[src/sv/hll_pkg.sv]
// ----------------------------------------------------------------------------
// hll_pkg
// Shared constants, types and helpers of the HyperLogLog cardinality sketch.
// ----------------------------------------------------------------------------
`timescale 1ns / 1ps
`default_nettype none

package hll_pkg;

  // sketch geometry
  localparam int unsigned IndexBits = 10;
  localparam int unsigned Buckets   = 1 << IndexBits;
  localparam int unsigned RestW     = 32 - IndexBits;
  localparam int unsigned RankW     = 5;
  localparam int unsigned FracBits  = 23;
  localparam int unsigned SumW      = IndexBits + 24;
  localparam int unsigned EstW      = 34;
  localparam int unsigned IdxOutW   = 10;

  // hash multipliers
  localparam logic [31:0] MixMulA = 32'h85eb_ca6b;
  localparam logic [31:0] MixMulB = 32'h c2b2_ae35;

  // alpha_m in 2.30 fixed point, rounded half up
  localparam longint unsigned AlphaNum =
      (Buckets == 16) ? (64'd673 << 30) :
      (Buckets == 32) ? (64'd697 << 30) :
      (Buckets == 64) ? (64'd709 << 30) :
      ((64'd7213 * Buckets) << 30);
  localparam longint unsigned AlphaDen =
      (Buckets == 16 || Buckets == 32 || Buckets == 64) ? 64'd1000 :
      (64'd10000 * Buckets + 64'd10790);
  localparam longint unsigned AlphaFix = (AlphaNum + AlphaDen / 2) / AlphaDen;

  // dividend of the estimate, with alpha's 2^30 scale brought down to the 2^23 scale of the sum
  localparam int unsigned   DivW   = 64;
  localparam int unsigned   DivCntW = $clog2(DivW);
  localparam logic [63:0]   EstNum = (AlphaFix * Buckets * Buckets) >> (30 - FracBits);

  // reset value of the harmonic sum: m terms of one
  localparam logic [SumW-1:0] SumReset = SumW'(Buckets) << FracBits;

  // queue between front and back
  localparam int unsigned QDepth = 4;
  localparam int unsigned QPtrW  = $clog2(QDepth);

  typedef struct packed {
    logic [IndexBits-1:0] idx;
    logic [RankW-1:0]     rank;
  } hll_entry_t;

  typedef enum logic [2:0] {
    BackClear,
    BackIdle,
    BackUpdate,
    BackDivide,
    BackDone
  } back_state_e;

  // harmonic term floor(2^(23-r)) in sum format
  function automatic logic [SumW-1:0] term_of(input logic [RankW-1:0] r);
    logic [SumW-1:0] t;
    t = '0;
    if (r <= RankW'(FracBits)) begin
      t = SumW'(1) << (RankW'(FracBits) - r);
    end
    return t;
  endfunction

endpackage

`default_nettype wire

[src/sv/hll_queue.sv]
// ----------------------------------------------------------------------------
// hll_queue
// Small queue of hashed items between the hash front and the update back.
// ----------------------------------------------------------------------------
`timescale 1ns / 1ps
`default_nettype none

module hll_queue (
  input  wire logic                 clk_i,
  input  wire logic                 rst_ni,
  input  wire logic                 push_valid_i,
  output logic                      full_o,
  input  wire hll_pkg::hll_entry_t  push_entry_i,
  output logic                      pop_valid_o,
  input  wire logic                 pop_i,
  output hll_pkg::hll_entry_t       pop_entry_o
);

  hll_pkg::hll_entry_t slots_q [hll_pkg::QDepth];
  logic [hll_pkg::QPtrW:0] wr_q, rd_q;
  logic push, pop;

  assign full_o = (wr_q[hll_pkg::QPtrW] != rd_q[hll_pkg::QPtrW]) &&
                  (wr_q[hll_pkg::QPtrW-1:0] == rd_q[hll_pkg::QPtrW-1:0]);
  assign pop_valid_o = (wr_q != rd_q);
  assign push = push_valid_i && !full_o;
  assign pop  = pop_i && pop_valid_o;
  assign pop_entry_o = slots_q[rd_q[hll_pkg::QPtrW-1:0]];

  // pointers
  always_ff @(posedge clk_i or negedge rst_ni) begin
    if (!rst_ni) begin
      wr_q <= '0;
      rd_q <= '0;
    end else begin
      if (push) wr_q <= wr_q + 1'b1;
      if (pop) rd_q <= rd_q + 1'b1;
    end
  end

  // storage
  always_ff @(posedge clk_i) begin
    if (push) slots_q[wr_q[hll_pkg::QPtrW-1:0]] <= push_entry_i;
  end

endmodule

`default_nettype wire

[config.mk]
export PLATFORM = sky130hd
export DESIGN_NAME = hll_queue
export DESIGN_NICKNAME = d
export VERILOG_FILES = /design/src/sv/hll_pkg.sv /design/src/sv/hll_queue.sv
export SDC_FILE = /design/constraint.sdc
export NUM_CORES = 1
export LEC_CHECK = 0
export BUFFER_PORTS_ARGS = -buffer_cell sky130_fd_sc_hd__buf_4
export CAP_MARGIN = 20
export CORE_MARGIN = 1.5
export CORE_UTILIZATION = 56
export CTS_CLUSTER_SIZE = 10
export DETAILED_ROUTE_END_ITERATION = 12
export HOLD_SLACK_MARGIN = 0.08
export PLACE_DENSITY = 0.9
export SYNTH_ARGS = -nofsm -noshare
export SYNTH_HDL_FRONTEND = slang
export SYNTH_SLANG_ARGS = --single-unit
[constraint.sdc]
create_clock -name clk_i -period 2.4 [get_ports clk_i]
set_input_delay 0.24 -clock clk_i [delete_from_list [all_inputs] [get_ports clk_i]]
set_output_delay 0.24 -clock clk_i [all_outputs]
set_load 0.005 [all_outputs]
**Word level (Yosys, flattened, before mapping)**

Memories as Yosys holds them, arrays and structs flattened.
Cells that the tools add are included.

- Bits of input ports: 19
- Register bits after elaboration: 6
- Output and inout port bits: 17
- Memory bits (writable): 60
- Memories kept: 1
- Logic and storage cells: 14

- Eq/ne operators: 3
- Reductions and logical operators: 4
- Add/subtract/negate cells: 2
- Multiplexer cells: 2

Memory list:

| memory | words | width | rd ports | clocked after Yosys merged registers in | wr ports | RTL line | source |
|---|---|---|---|---|---|---|---|
| slots_q | 4 | 15 | 1 | 0 | 1 | hll_queue.sv:19 | `hll_pkg::hll_entry_t slots_q [hll_pkg::QDepth];` |

Operator list:

| kind | number |
|---|---|
| $add A3 B1 Y3 const B | 2 |
| $logic_and A1 B1 Y1 | 3 |
| $ne A3 B3 Y1 | 1 |
| $eq A2 B2 Y1 | 1 |
| $mux W1 | 2 |
| $logic_not A1 Y1 | 1 |
| $ne A1 B1 Y1 | 1 |

**Longest topological paths before layout**

- Depth in word-level cells: 6
- Mapped depth: 5

**Worst setup path before layout**

Ideal clock, no wire load.

- Kind: register -> register
- Start: register rd_q[0] (netlist bit)
- End: memory slots_q[3][0] (netlist bit) (enable)
- Arrival: 1641 ps
- Setup slack: 359 ps
- Stages on the path, launching flop included: 4
- Period minus slack after synthesis: 2041 ps
- Path through: dfrtp_1 > buf_6 > xnor2_1 > a31oi_1

- Cells in the longest elaborated chain, start to end: 6

Ends and longest elaborated chain:

| what | RTL line | source |
|---|---|---|
| start, declared | hll_queue.sv:20 | `logic [hll_pkg::QPtrW:0] wr_q, rd_q;` |
| start signal, assigned | hll_queue.sv:37 | `if (pop) rd_q <= rd_q + 1'b1;` |
| $eq A2 B2 Y1 | hll_queue.sv:24 | `(wr_q[hll_pkg::QPtrW-1:0] == rd_q[hll_pkg::QPtrW-1:0]);` |
| $logic_and A1 B1 Y1 | hll_queue.sv:23 | `assign full_o = (wr_q[hll_pkg::QPtrW] != rd_q[hll_pkg::QPtrW]) &&` |
| $logic_not A1 Y1 | hll_queue.sv:26 | `assign push = push_valid_i && !full_o;` |
| $logic_and A1 B1 Y1 | hll_queue.sv:26 |  |
| $mux W1 | hll_queue.sv:43 | `if (push) slots_q[wr_q[hll_pkg::QPtrW-1:0]] <= push_entry_i;` |
| $mux W1 (implied by the code) | hll_queue.sv:43 |  |
| end, declared | hll_queue.sv:19 |  |

No other way between the ends.

==> run_results.csv <==
group,metric,value,unit
detailed_routing,ant_nets,0,
critical_path,worst_setup_path_start_kind,"flip-flop",
synth,async_flop_share,0.0909,
floorplan,die_w,71.5,um
global_routing,grtUsageTotal,0.198,
global_routing,antenna_found_initial,0,
final_layout,utilization,0.712,
synth,ys_warn_count,0,
critical_path,path_class,"reg2out",
placed_design,hpwlAfterDp,2830,um
critical_path,r2r-end,"slots_q[1][14]",
synth,ys_ff_latch,66,
global_routing,grt_pass1_vias,1451,
pwr,peakVddDrop,0.000614,V
global_routing,gr-usage-met3,0.0647,
sta,rsz0062_at_grt,"no",
synth,synth_top_cell_by_area,"edfxtp_1",
clock_network,clk_pin_slew,70,ps
critical_path,cp.required,2160,ps
critical_path,reg2reg_slack,330,ps
clock_network,clock-sinks,66,
detailed_routing,wl_per_cell,19.8,um
critical_path,critPathLaunch,"rd_q[0]",
clock_network,h-tree-depth,3,
synth,synth_area_leaders,"edfxtp_1, mux4_2, dfrtp_1",
synth,synth_cell_types,21,
clock_network,root_buffer,"clkbuf_8",
clock_network,cts_buffer_depth,2,
placed_design,gp_congestion,0.946,
global_routing,overflow,0,
critical_path,endpoint,"pop_entry_o[1]",
synth,syn_area,2630,um^2
synth,syn_inst,126,
sta,clock.fmax,0.472,GHz
critical_path,cp-end-kind,"output port",
synth,synth_ff_type,"edfxtp_1",
pwr,pwr_density_cell,1240,nW/um^2
outcome,status,"complete, no violations",
placed_design,io_buffers,35,
final_layout,finalNetCount,196,
synth,synth_edf_count,60,
pwr,p_total,3.91,mW
clock_network,tritoncts,"done",
synth,synth_common_cells,"edfxtp_1, mux4_2, dfrtp_1, ha_1, xnor2_1",
pwr,p_leak,1.16,nW
synth,synth.top_cell.area_share,0.685,
clock_network,cts_buffers,9,
critical_path,rr_worst_depth,3,
synth,seq_area_frac_synth,0.742,
detailed_routing,drtPass1Iterations,7,
final_layout,syn2layout_area_growth,20.3,%
sta,hold_ws,103,ps
synth,avgSynthCellArea,20.9,um^2
critical_path,crit_path_max_fanout,18,
sta,period_needed,2120,ps
global_routing,met2_usage,0.309,
global_routing,grt-busiest-layer,"met2",
min_path,hp-class,"in2reg",
global_routing,grt_max_degree,21,
sta,hold_violations,0,
floorplan,ios,36,
detailed_routing,drt-initial-drc-count,139,
detailed_routing,routed_wl,4530,um
detailed_routing,drc,0,
sta,setup_tns,0,ps
sta,maxSlewViolCount,0,
floorplan,core_area,4440,um^2
final_layout,n_antenna_cell,0,
global_routing,grtUsageMet1,0.243,
floorplan,num_rows,24,
sta,setup-violations-final,0,
detailed_routing,num_vias,1358,
final_layout,layout-drive-gt1-share,0.373,
sta,relSlewSlack,0.453,
floorplan,die_h,71.5,um
critical_path,r2r_start,"wr_q[0]",
synth,synth_most_common_cell,"edfxtp_1",
sta,fin_crit_sh,0.883,
floorplan,start_util,0.592,
floorplan,die-area,5120,um^2
synth,synth.net_count,150,
sta,tightest_slew,821,ps
job,max_cap_viol_count,0,
sta,skew,8.98,ps
placed_design,pre_cts_slack,379,ps
sta,setup_ws,280,ps
global_routing,grt_pass1_wl,7180,um
clock_network,clk_latency,330,ps
detailed_routing,vias_per_cell,5.93,
critical_path,critical_path_arrival,1880,ps
per-stage QoR:
step / area (um^2) / cells
final: 3170 / 229
after global routing: 3170 / 229
after CTS: 3150 / 228
after detailed placement: 2950 / 211
after global placement: 2950 / 211
after floorplan: 2630 / 126
cell usage in the layout (no fill, tap or decap), drive strengths merged:
cell         synthesis  routed
and3                 3       3
mux2i                1       1
inv                  4       4
a21oi                4       4
clkinv               0       2
buf                  4      38
mux4                15      15
xor2                 4       4
a31oi                2       2
nand2b               2       2
nand2                2       2
xnor2                5       5
nand3                2       2
o311ai               1       1
a211oi               2       2
clkbuf               0      14
ha                   5       5
o31ai                4       4
dlygate4sd3          0       1
edfxtp              60      60
dfrtp                6       6
layout make-up:
type / instances / area [um^2]
Clock buffer: 14 / 183
Clock inverter: 2 / 10.0
Fill cell: 268 / 1280
Inverter: 4 / 15.0
Multi-Input combinational cell: 52 / 642
Sequential cell: 66 / 1950
Tap cell: 52 / 65.1
Timing Repair Buffer: 39 / 299
where the power goes:
group / leakage [nW] / internal (mW) / switching, mW / total [mW]
Clock: 0.102 / 0.485 / 0.389 / 0.874
Sequential: 0.622 / 1.55 / 0.114 / 1.66
Combinational: 0.432 / 0.680 / 0.696 / 1.38
flip-flops by register name (all words and copies together), names as in the netlist:
| signal | flops |
|---|---|
| slots_q | 60 |
| rd_q | 3 |
| wr_q | 3 |
routing by layer:
metal | up-vias | wire (um)
li1 | 608 | -
met1 | 690 | 1840
met2 | 50 | 2360
met3 | 10 | 242
met4 | 0 | 98
met5 | - | 0
how the worst min path moves through the flow:
stage	startpoint	end	slack, ps	cells past startpoint
final	push_entry_i[3]	slots_q[1][3]	100	1
after global routing	push_entry_i[3]	slots_q[3][3]	90	1
after CTS	push_entry_i[12]	slots_q[3][12]	90	1
after detailed placement	rst_ni	rd_q[1]	50	1
after global placement	rst_ni	rd_q[1]	50	1
after floorplan	rst_ni	rd_q[0]	-60	0
worst max-delay path: stages (launching register included):
cell and delay (ps):
dfrtp_1 390, buf_4 350, mux4_1 650, buf_4 160
timing repair:
action                                 in CTS  in global routing
gates resized for setup                     0                  0
endpoints found under the hold margin       6                  0
hold buffers                                1                  0
buffers inserted                            0                  0
cells by family (layout without fill, tap and decap cells):
family | count (synthesis) | count (layout) | synth area share
AND/OR/NAND/NOR | 9 | 9 | 0.0185
XOR/XNOR | 9 | 9 | 0.0300
multiplexers | 16 | 16 | 0.136
flip-flops | 66 | 66 | 0.742
AO/OA/AOI/OAI | 13 | 13 | 0.0328
buffers and inverters | 8 | 59 | 0.0166
adder cells (fa/ha/maj) | 5 | 5 | 0.0238
Note: power is estimated with default switching activity, not from simulation.
