===== src/sv/hll_pkg.sv =====
// ----------------------------------------------------------------------------
// hll_pkg
// Shared constants, types and helpers of the HyperLogLog cardinality sketch.
// ----------------------------------------------------------------------------
`timescale 1ns / 1ps
`default_nettype none

package hll_pkg;

  // sketch geometry
  localparam int unsigned IndexBits = 10;
  localparam int unsigned Buckets   = 1 << IndexBits;
  localparam int unsigned RestW     = 32 - IndexBits;
  localparam int unsigned RankW     = 5;
  localparam int unsigned FracBits  = 23;
  localparam int unsigned SumW      = IndexBits + 24;
  localparam int unsigned EstW      = 34;
  localparam int unsigned IdxOutW   = 10;

  // hash multipliers
  localparam logic [31:0] MixMulA = 32'h85eb_ca6b;
  localparam logic [31:0] MixMulB = 32'h c2b2_ae35;

  // alpha_m in 2.30 fixed point, rounded half up
  localparam longint unsigned AlphaNum =
      (Buckets == 16) ? (64'd673 << 30) :
      (Buckets == 32) ? (64'd697 << 30) :
      (Buckets == 64) ? (64'd709 << 30) :
      ((64'd7213 * Buckets) << 30);
  localparam longint unsigned AlphaDen =
      (Buckets == 16 || Buckets == 32 || Buckets == 64) ? 64'd1000 :
      (64'd10000 * Buckets + 64'd10790);
  localparam longint unsigned AlphaFix = (AlphaNum + AlphaDen / 2) / AlphaDen;

  // dividend of the estimate, with alpha's 2^30 scale brought down to the 2^23 scale of the sum
  localparam int unsigned   DivW   = 64;
  localparam int unsigned   DivCntW = $clog2(DivW);
  localparam logic [63:0]   EstNum = (AlphaFix * Buckets * Buckets) >> (30 - FracBits);

  // reset value of the harmonic sum: m terms of one
  localparam logic [SumW-1:0] SumReset = SumW'(Buckets) << FracBits;

  // queue between front and back
  localparam int unsigned QDepth = 4;
  localparam int unsigned QPtrW  = $clog2(QDepth);

  typedef struct packed {
    logic [IndexBits-1:0] idx;
    logic [RankW-1:0]     rank;
  } hll_entry_t;

  typedef enum logic [2:0] {
    BackClear,
    BackIdle,
    BackUpdate,
    BackDivide,
    BackDone
  } back_state_e;

  // harmonic term floor(2^(23-r)) in sum format
  function automatic logic [SumW-1:0] term_of(input logic [RankW-1:0] r);
    logic [SumW-1:0] t;
    t = '0;
    if (r <= RankW'(FracBits)) begin
      t = SumW'(1) << (RankW'(FracBits) - r);
    end
    return t;
  endfunction

endpackage

`default_nettype wire


===== src/sv/hll_front.sv =====
// ----------------------------------------------------------------------------
// hll_front
// Three-stage hash pipeline: Murmur3 finalizer, bucket index and rank.
// ----------------------------------------------------------------------------
`timescale 1ns / 1ps
`default_nettype none

module hll_front (
  input  wire logic              clk_i,
  input  wire logic              rst_ni,
  input  wire logic              in_valid_i,
  output logic                   in_stall_o,
  input  wire logic [31:0]       item_value_i,
  output logic                   push_valid_o,
  input  wire logic              push_full_i,
  output hll_pkg::hll_entry_t    push_entry_o
);

  logic v1_q, v2_q, v3_q;
  logic adv1, adv2, adv3;
  logic [31:0] p1_q, p2_q;
  logic [31:0] mix0, mix1, hash;
  logic [hll_pkg::RestW-1:0] rest;
  logic [hll_pkg::RankW-1:0] rank;
  hll_pkg::hll_entry_t ent_q, ent_d;

  // stage advance, a bubble collapses
  assign adv3 = !v3_q || !push_full_i;
  assign adv2 = !v2_q || adv3;
  assign adv1 = !v1_q || adv2;
  assign in_stall_o = !adv1;

  // hash arithmetic: one multiply ahead of p1_q and one ahead of p2_q
  assign mix0 = item_value_i ^ (item_value_i >> 16);
  assign mix1 = p1_q ^ (p1_q >> 13);
  assign hash = p2_q ^ (p2_q >> 16);
  assign rest = hash[hll_pkg::RestW-1:0];

  // rank: leading zeros of the remaining bits plus one
  always_comb begin
    rank = hll_pkg::RankW'(hll_pkg::RestW + 1);
    for (int i = 0; i < hll_pkg::RestW; i++) begin
      if (rest[i]) rank = hll_pkg::RankW'(hll_pkg::RestW - i);
    end
    ent_d.idx  = hash[31 -: hll_pkg::IndexBits];
    ent_d.rank = rank;
  end

  // valid bits
  always_ff @(posedge clk_i or negedge rst_ni) begin
    if (!rst_ni) begin
      v1_q <= 1'b0;
      v2_q <= 1'b0;
      v3_q <= 1'b0;
    end else begin
      if (adv1) v1_q <= in_valid_i;
      if (adv2) v2_q <= v1_q;
      if (adv3) v3_q <= v2_q;
    end
  end

  // payload
  always_ff @(posedge clk_i) begin
    if (adv1 && in_valid_i) p1_q <= 32'(mix0 * hll_pkg::MixMulA);
    if (adv2 && v1_q) p2_q <= 32'(mix1 * hll_pkg::MixMulB);
    if (adv3 && v2_q) ent_q <= ent_d;
  end

  assign push_valid_o = v3_q;
  assign push_entry_o = ent_q;

endmodule

`default_nettype wire


===== config.mk =====
export PLATFORM = sky130hd
export DESIGN_NAME = hll_front
export DESIGN_NICKNAME = d
export VERILOG_FILES = /design/src/sv/hll_pkg.sv /design/src/sv/hll_front.sv
export SDC_FILE = /design/constraint.sdc
export NUM_CORES = 1
export LEC_CHECK = 0
export BUFFER_PORTS_ARGS = -buffer_cell sky130_fd_sc_hd__clkbuf_2
export CAP_MARGIN = 20
export CORE_MARGIN = 4
export CORE_UTILIZATION = 25
export CTS_CLUSTER_DIAMETER = 30
export DETAILED_ROUTE_END_ITERATION = 10
export PLACE_DENSITY = 0.37
export SYNTH_ARGS = -nofsm -noshare
export SYNTH_HDL_FRONTEND = slang
export SYNTH_SLANG_ARGS = --single-unit

===== constraint.sdc =====
create_clock -name clk_i -period 14 [get_ports clk_i]
set_input_delay 1.4 -clock clk_i [delete_from_list [all_inputs] [get_ports clk_i]]
set_output_delay 1.4 -clock clk_i [all_outputs]
set_load 0.01 [all_outputs]

After elaboration in Yosys (flattened, before gate mapping)

Cells that the tools add are included.

Reductions and logical operators: 14
Muxes and demuxes: 21
$mul: 2
Bitwise gates (word level): 3

Operator list:

| operator               | count |
|---|---|
| $xor 32x16->32         | 2 |
| $mul 32x31->32 const B | 1 |
| $mul 32x32->32 const B | 1 |
| $mux 4                 | 8 |
| $xor 32x19->32         | 1 |
| $mux 3                 | 6 |
| $reduce_or 15->1       | 1 |
| $mux 5                 | 2 |
| $mux 2                 | 4 |
| $reduce_or 7->1        | 1 |
| $logic_not 1->1        | 5 |
| $logic_and 1x1->1      | 3 |
| $logic_or 1x1->1       | 3 |
| $reduce_or 3->1        | 1 |
| $mux 1                 | 1 |

Input port bits: 36
Flip-flop bits (word level): 82
Word-level logic and storage cells: 50
Output and inout bits: 17

Longest topological paths before layout

Gate-level depths: netlist of run 1.

Word-level depth: 22
Depth in mapped cells: 25
Mapped depth without buffers: 25

Least setup slack after synthesis of run 1

OpenSTA, ideal clock, no wires.

Path type: input to register
Start point: input item_value_i[12]
End point: register p1_q[31] (data pin)
Buffers on the path: 0
Cell stages on the path: 22
Required time: 13740 ps
Path slack: 6410 ps
Setup time: 260 ps
Arrival: 7330 ps
Path through: xor2_1 -> ha_1 -> ha_1 -> fa_1 -> inv_1 -> fa_1 -> inv_1 -> fa_1 -> inv_1 -> fa_1 -> inv_1 -> fa_1 -> fa_1 -> ha_1 -> a21o_1 -> a21o_1 -> a211oi_1 -> a221oi_2 -> a2111oi_2 -> o21ai_1 -> a21oi_1 -> xnor2_1

Word-level cells in the longest chain between the ends: 2

Ends and longest elaborated chain:

| what                 | line            | RTL |
|---|---|---|
| start, declared      | hll_front.sv:13 | `input wire logic [31:0] item_value_i,` |
| $xor 32x16->32       | hll_front.sv:34 | `assign mix0 = item_value_i ^ (item_value_i >> 16);` |
| $mul 32x32->32       | hll_front.sv:64 | `if (adv1 && in_valid_i) p1_q <= 32'(mix0 * hll_pkg::MixMulA);` |
| end signal, assigned | hll_front.sv:64 |  |
| end, declared        | hll_front.sv:21 | `logic [31:0] p1_q, p2_q;` |

No other way between the ends.
A chain may end at the register's enable or synchronous reset.

Worst setup path in the final report of run 1

Start point: register p1_q[19]
End point: register p2_q[30] (data pin)

Word-level cells in the longest chain between the ends: 2

Ends and longest elaborated chain:

| what                 | line            | RTL |
|---|---|---|
| $xor 32x19->32       | hll_front.sv:35 | `assign mix1 = p1_q ^ (p1_q >> 13);` |
| $mul 32x31->32       | hll_front.sv:65 | `if (adv2 && v1_q) p2_q <= 32'(mix1 * hll_pkg::MixMulB);` |
| end signal, assigned | hll_front.sv:65 |  |
| end, declared        | hll_front.sv:21 |  |

No other way between the ends.

==> results of run 1 <==
routing by layer:
metal | vias up | share of wire
li1 | 6119 | -
met1 | 6438 | 0.44
met2 | 127 | 0.51
met3 | 55 | 0.016
met4 | 2 | 0.031
met5 | - | 0.00021
final cells by class:
cell class	instances	area (um2)	area share
Timing Repair Buffer	61	327.8	0.01454
Clock buffer	9	225.2	0.009992
Inverter	624	2342	0.1039
Clock inverter	7	60.06	0.002664
Sequential cell	82	2447	0.1086
Multi-Input combinational cell	1236	15800	0.7009
Tap cell	1070	1339	0.05939
Yosys cell counts (2+ instances only):
cell type	n	area [um2]
sky130_fd_sc_hd__a21o_1	23	172.7
sky130_fd_sc_hd__nand4_1	3	18.77
sky130_fd_sc_hd__xor2_1	60	525.5
sky130_fd_sc_hd__a211oi_1	10	75.07
sky130_fd_sc_hd__nand2b_1	9	56.30
sky130_fd_sc_hd__edfxtp_1	79	2372
sky130_fd_sc_hd__or3_1	5	31.28
sky130_fd_sc_hd__fa_1	390	7807
sky130_fd_sc_hd__or4_1	2	15.01
sky130_fd_sc_hd__o31ai_1	2	15.01
sky130_fd_sc_hd__nor2_1	39	146.4
sky130_fd_sc_hd__nand3_1	8	40.04
sky130_fd_sc_hd__nor3_1	6	30.03
sky130_fd_sc_hd__ha_1	371	4642
sky130_fd_sc_hd__a31oi_1	6	37.54
sky130_fd_sc_hd__dfrtp_1	3	75.07
sky130_fd_sc_hd__xnor2_1	117	1025
sky130_fd_sc_hd__nand2_1	25	93.84
sky130_fd_sc_hd__o22ai_1	2	12.51
sky130_fd_sc_hd__a21oi_1	50	250.2
sky130_fd_sc_hd__o21bai_1	10	75.07
sky130_fd_sc_hd__and2_1	6	37.54
sky130_fd_sc_hd__clkbuf_1	3	11.26
sky130_fd_sc_hd__o211ai_1	6	45.04
sky130_fd_sc_hd__inv_1	624	2342
sky130_fd_sc_hd__a21bo_2	2	20.02
sky130_fd_sc_hd__nand3b_1	2	15.01
sky130_fd_sc_hd__nor4_1	5	31.28
sky130_fd_sc_hd__nor2b_1	3	18.77
sky130_fd_sc_hd__a211oi_2	2	25.02
sky130_fd_sc_hd__a21boi_0	3	22.52
sky130_fd_sc_hd__and3_1	6	37.54
sky130_fd_sc_hd__a211o_1	4	35.03
sky130_fd_sc_hd__o21ai_0	28	140.1
sky130_fd_sc_hd__o21a_1	10	75.07
flip-flops by register name, summed over array words and instances (netlist names):
register and flops:
v1_q 1, push_entry_o 15, p1_q 32, v2_q 1
push_valid_o 1, p2_q 32
worst max-delay path, delay by kind of cell, from the launching register on:
| family | cells | cell delay [ns] |
|---|---|---|
| xor+xnor | 1 | 0.71 |
| buf+inv | 4 | 0.47 |
| compound gates | 4 | 1.31 |
| flops | 1 | 0.61 |
| fa+ha+maj | 9 | 4.23 |
| simple gates | 3 | 0.78 |
through the flow:
step	cell area (um2)	setup WS, ns	instances
finish	22540	5.592	3089
global route	22540	5.264	3089
CTS	22540	5.492	3089
detailed placement	22260	5.355	3073
global placement	22250	5.378	3072
floorplan	20600	6.410	1945
kinds of logic (layout without fill, tap and decap cells):
family,Yosys count,count (layout),share of synthesized area
AO/OA/AOI/OAI,169,169,0.05460
XOR/XNOR,178,178,0.07635
adder cells (fa/ha/maj),761,761,0.6043
buffers and inverters,627,701,0.1142
flip-flops,82,82,0.1188
AND/OR/NAND/NOR,128,128,0.03165
path summary, 6_finish.rpt:
kind                            cells after the start  slack (ns)         endpoint  startpoint
worst max-delay path                               21        5.59         p2_q[30]    p1_q[19]
worst min-delay path                                0        0.47  push_entry_o[8]    p2_q[25]
worst max register to register                     21        5.59         p2_q[30]    p1_q[19]
worst min register to register                      0        0.47  push_entry_o[8]    p2_q[25]
max in group asynchronous                           1       13.08             v2_q      rst_ni
min in group asynchronous                           1        0.81     push_valid_o      rst_ni
==> flow_summary.ini, run 1 <==
[layout]
design.final.nets = 2811
layout_common_cells = sky130_fd_sc_hd__inv_1 (624), sky130_fd_sc_hd__fa_1 (390), sky130_fd_sc_hd__ha_1 (371), sky130_fd_sc_hd__xnor2_1 (117), sky130_fd_sc_hd__edfxtp_1 (79)
drive_above_1_share = 0.04408
layout_commonest_cell = sky130_fd_sc_hd__inv_1
fin_util = 0.2754
area_growth_syn_to_layout_pct = 9.421
diodes = 0
fillerInstances = 8753

[global_route]
use_met1 = 0.1840
grt_max_degree = 33
grt_residual_overflow = 0
groute.layer.met3.usage = 0.01360
antenna_found_initial = 1
grt-busiest-layer = met2
vias_in_the_first_global_route = 14710
grt_use_total = 0.1454
global_routing_met2_resource_utilization = 0.2637
grt_first_pass_wirelength_um = 92720

[route]
drc = 0
post_drt_via_cell_ratio = 4.125
dr.first_iter.drc_count = 508
detail-route-antenna-nets = 0
drt_wl_total_um = 60800
wire_per_inst_um = 19.68
drt_pass1_iterations = 4
routed-via-count = 12740

[cts]
tritoncts = yes
cts_hold_buffers = 0
cts-htree-levels = 3
ctsRootBufferMaster = sky130_fd_sc_hd__clkbuf_16
post_cts.repair.setup_buffers = 0
cts.sinks = 82
post_cts.resized_instances = 0
cts_buffer_depth = 2
clk_latency_ns = 0.37
clk_transition_reported_paths_ns = 0.07
cts-buffers-inserted = 9

[synthesis]
synth_flop_cell = sky130_fd_sc_hd__edfxtp_1
synth_cell_types = 56
ys.warnings.count = 0
syn_inst = 1945
synth_edf_count = 79
synth-async-reset-ratio = 0.03659
sequential_area_share_after_synthesis = 0.1188
syn_nets = 2742
synthesis.area_um2 = 20600
syn-mean-instance-area_um2 = 10.59
yosys_register_bits = 82

[setup_path]
critical_path.startpoint_type = flip-flop
worst-path-max-fanout = 7
crit_chain = xnor2_1 -> inv_1 -> ha_1 -> ha_1 -> a21oi_1 -> fa_1 -> fa_1 -> inv_1 -> fa_1 -> fa_1 -> inv_1 -> fa_1 -> fa_1 -> inv_1 -> ha_1 -> and3_1 -> nor2_1 -> or4_1 -> a21oi_1 -> o221ai_1 -> o311ai_0
critPathArrivalTime_ns = 8.52
cpMaxStageDelayCell = sky130_fd_sc_hd__xnor2_1
setup.worst_path.end_class = flip-flop
max_stage_delay_ns = 0.71
cp_common_cell = sky130_fd_sc_hd__fa_1
cp_data_required_time_ns = 14.11
timing_worst_setup_path_type = reg2reg

[timing]
maxClockFrequency_mhz = 118.9
finalClockSkew_ns = 0.01180
holdWs_ns = 0.4738
worst-slew-pin-transition_ns = 1.122
period_minus_slack_ns = 8.408
maxSlewHeadroom = 0.2497
layout_worst_path_cycle_share = 0.6005
setup_tns_ns = 0
final-setup-viol-count = 0
rsz0062_at_grt = no
total_count_of_hold_check_failures_in_the_final_report = 0
maxSlewViolCount = 0

[flow_run]
max_cap_violations = 0

[floorplan]
die_h_um = 295.1
starting_utilization_of_the_core_area = 0.2517
rows = 105
boundaryPins = 53
core_area_um2 = 81850
die_x_um = 295.1
die_area_um2 = 87050

[placed_design]
io_buffers = 52
place.gp.congestion = 0.8764
detailedPlacementHpwl_um = 56400

[run_status]
status = finished, final reports clean

[hold_path]
timing.hold.worst.class = reg2reg
Power of run 1 is not shown: default switching activity piles up to over one toggle a cycle in this logic, so the estimate is an artifact.
==> run 2: changes to the inputs <==
--- a/config.mk
+++ b/config.mk
@@ -5,6 +5,7 @@
 export SDC_FILE = /design/constraint.sdc
 export NUM_CORES = 1
 export LEC_CHECK = 0
+export ABC_AREA = 1
 export BUFFER_PORTS_ARGS = -buffer_cell sky130_fd_sc_hd__clkbuf_2
 export CAP_MARGIN = 20
 export CORE_MARGIN = 4
==> constraint.sdc (replaced) <==
create_clock -name clk_i -period 7.8 [get_ports clk_i]
set_input_delay 0.78 -clock clk_i [delete_from_list [all_inputs] [get_ports clk_i]]
set_output_delay 0.78 -clock clk_i [all_outputs]
set_load 0.01 [all_outputs]
==> flow_summary.ini, run 2 <==
[run_status]
status = finished, final reports clean

[floorplan]
die_h_um = 294.5
rows = 104
starting_utilization_of_the_core_area = 0.2536
die_area_um2 = 86740
die_x_um = 294.5
core_area_um2 = 80940
boundaryPins = 53

[timing]
holdWs_ns = 0.1998
maxSlewHeadroom = 0.4139
total_count_of_hold_check_failures_in_the_final_report = 0
worst-slew-pin-transition_ns = 0.8791
layout_worst_path_cycle_share = 0.9369
setup_tns_ns = 0
rsz0062_at_grt = no
final-setup-viol-count = 0
finalClockSkew_ns = 0.01753
maxSlewViolCount = 0
period_minus_slack_ns = 7.307
maxClockFrequency_mhz = 136.8

[cts]
cts_hold_buffers = 0
clk_latency_ns = 0.37
post_cts.resized_instances = 0
cts-htree-levels = 3
ctsRootBufferMaster = sky130_fd_sc_hd__clkbuf_16
cts.sinks = 82
post_cts.repair.setup_buffers = 0
clk_transition_reported_paths_ns = 0.07
tritoncts = yes
cts-buffers-inserted = 9
cts_buffer_depth = 2

[setup_path]
r2r-end = p2_q[30]
r2r.worst_path.cells = 30
cp_data_required_time_ns = 7.91
cp.buffers_inverters = 8
critPathArrivalTime_ns = 7.42
critical_path.startpoint_type = flip-flop
max_stage_delay_ns = 0.58
cpMaxStageDelayCell = sky130_fd_sc_hd__edfxtp_1
setup_slack_on_the_worst_flop_to_flop_path_ns = 0.49
rr_startpoint = p1_q[19]
worstSetupPathDepth = 30
setup.worst_path.end_class = flip-flop
critical_path.top_delay_family = adder cells
worst-path-max-fanout = 6
timing_worst_setup_path_type = reg2reg

[synthesis]
synthesis.area_um2 = 20520
synth_edf_count = 79
synth_cell_types = 35
ys.warnings.count = 0
synth_flop_cell = sky130_fd_sc_hd__edfxtp_1
sequential_area_share_after_synthesis = 0.1192
synth_top_area_share = 0.3804
yosys_register_bits = 82
synth_largest_area_cell = sky130_fd_sc_hd__fa_1
synthMostInstantiatedCell = sky130_fd_sc_hd__inv_1
syn_nets = 2817
synthTopCellsByCount = sky130_fd_sc_hd__inv_1 (657), sky130_fd_sc_hd__fa_1 (390), sky130_fd_sc_hd__ha_1 (371)
syn-mean-instance-area_um2 = 10.16
syn_inst = 2020
largest_cells_by_area_after_synthesis = sky130_fd_sc_hd__fa_1 (38%), sky130_fd_sc_hd__ha_1 (23%), sky130_fd_sc_hd__inv_1 (12%)
synth-async-reset-ratio = 0.03659

[route]
detail-route-antenna-nets = 0
routed-via-count = 13130
dr.first_iter.drc_count = 481
drc = 0
drt_wl_total_um = 60510
drt_pass1_iterations = 5
wire_per_inst_um = 19.02
post_drt_via_cell_ratio = 4.128

[global_route]
grt_residual_overflow = 0
grt_max_degree = 33
grt_use_total = 0.1444
grt_first_pass_wirelength_um = 93470
vias_in_the_first_global_route = 15280
antenna_found_initial = 0

[hold_path]
timing.hold.worst.class = in2async

[layout]
fillerInstances = 8703
layout_commonest_cell = sky130_fd_sc_hd__inv_1
diodes = 0
instances_no_fill = 3181
design.final.nets = 2913
drive_above_1_share = 0.05563
layout_common_cells = sky130_fd_sc_hd__inv_1 (657), sky130_fd_sc_hd__fa_1 (390), sky130_fd_sc_hd__ha_1 (371), sky130_fd_sc_hd__nand2_1 (129), sky130_fd_sc_hd__xor2_1 (89)
area_growth_syn_to_layout_pct = 10.58

[placed_design]
post-place-cells = 3165
detailedPlacementHpwl_um = 56710
io_buffers = 52
place.gp.congestion = 0.8862

[flow_run]
max_cap_violations = 0
-- run 2: changes by cell type after synthesis, moves of 7 or more --
cell / change
sky130_fd_sc_hd__o21ai_1: +11
sky130_fd_sc_hd__inv_2: +7
sky130_fd_sc_hd__nand2b_1: -9
sky130_fd_sc_hd__a211oi_1: -10
sky130_fd_sc_hd__nand2_1: +104
sky130_fd_sc_hd__a21oi_1: +11
sky130_fd_sc_hd__a21o_1: -18
sky130_fd_sc_hd__nor2_1: +12
sky130_fd_sc_hd__nand3_1: +9
sky130_fd_sc_hd__o21a_1: -9
sky130_fd_sc_hd__o21ai_0: -11
sky130_fd_sc_hd__inv_1: +33
sky130_fd_sc_hd__xnor2_1: -36
sky130_fd_sc_hd__xor2_1: +29
-- run 2: layout make-up --
type / count / area (um2) / share of cell area
Sequential cell: 82 / 2447 / 0.1078
Clock buffer: 10 / 229.0 / 0.01009
Timing Repair Buffer: 86 / 515.5 / 0.02271
Inverter: 666 / 2500 / 0.1101
Multi-Input combinational cell: 1271 / 15580 / 0.6865
Tap cell: 1060 / 1326 / 0.05844
Clock inverter: 6 / 97.59 / 0.004300
-- run 2: metal layers --
| layer | share of wire | GRT usage |
|---|---|---|
| met1 | 0.43 | 0.1796 |
| met5 | 0 | 0 |
| met2 | 0.54 | 0.2779 |
| met3 | 0.019 | 0.01062 |
| met4 | 0.011 | 0.02055 |
-- run 2: how the worst max path moves through the flow --
stage / start / to / slack (ns)
after floorplan: item_value_i[10] / p1_q[29] / 1.12
after global placement: item_value_i[29] / p1_q[29] / 0.29
after detailed placement: item_value_i[29] / p1_q[29] / 0.28
after CTS: p1_q[19] / p2_q[30] / 0.48
after global routing: p1_q[19] / p2_q[30] / 0.06
final: p1_q[19] / p2_q[30] / 0.49
-- run 2: cell families (layout without fill, tap and decap cells) --
logic type / count (synthesis) / count (layout) / share of synthesized area
AOI/OAI and AO/OA: 122 / 122 / 0.03377
xor gates and xnor gates: 175 / 175 / 0.07651
adders and majority gates: 761 / 761 / 0.6066
buffers and inverters: 667 / 768 / 0.1222
DFF: 82 / 82 / 0.1192
and+or+nand+nor: 213 / 213 / 0.04170
-- run 2: stage by stage --
stage	area, um2	utilization	setup WS [ns]
after floorplan	20520	-	1.116
after global routing	22700	0.2804	0.05869
after global placement	22370	0.2764	0.2922
after CTS	22700	0.2804	0.4788
final	22700	0.2804	0.4926
after detailed placement	22370	0.2764	0.2841
Power of run 2 is left out for the same reason.
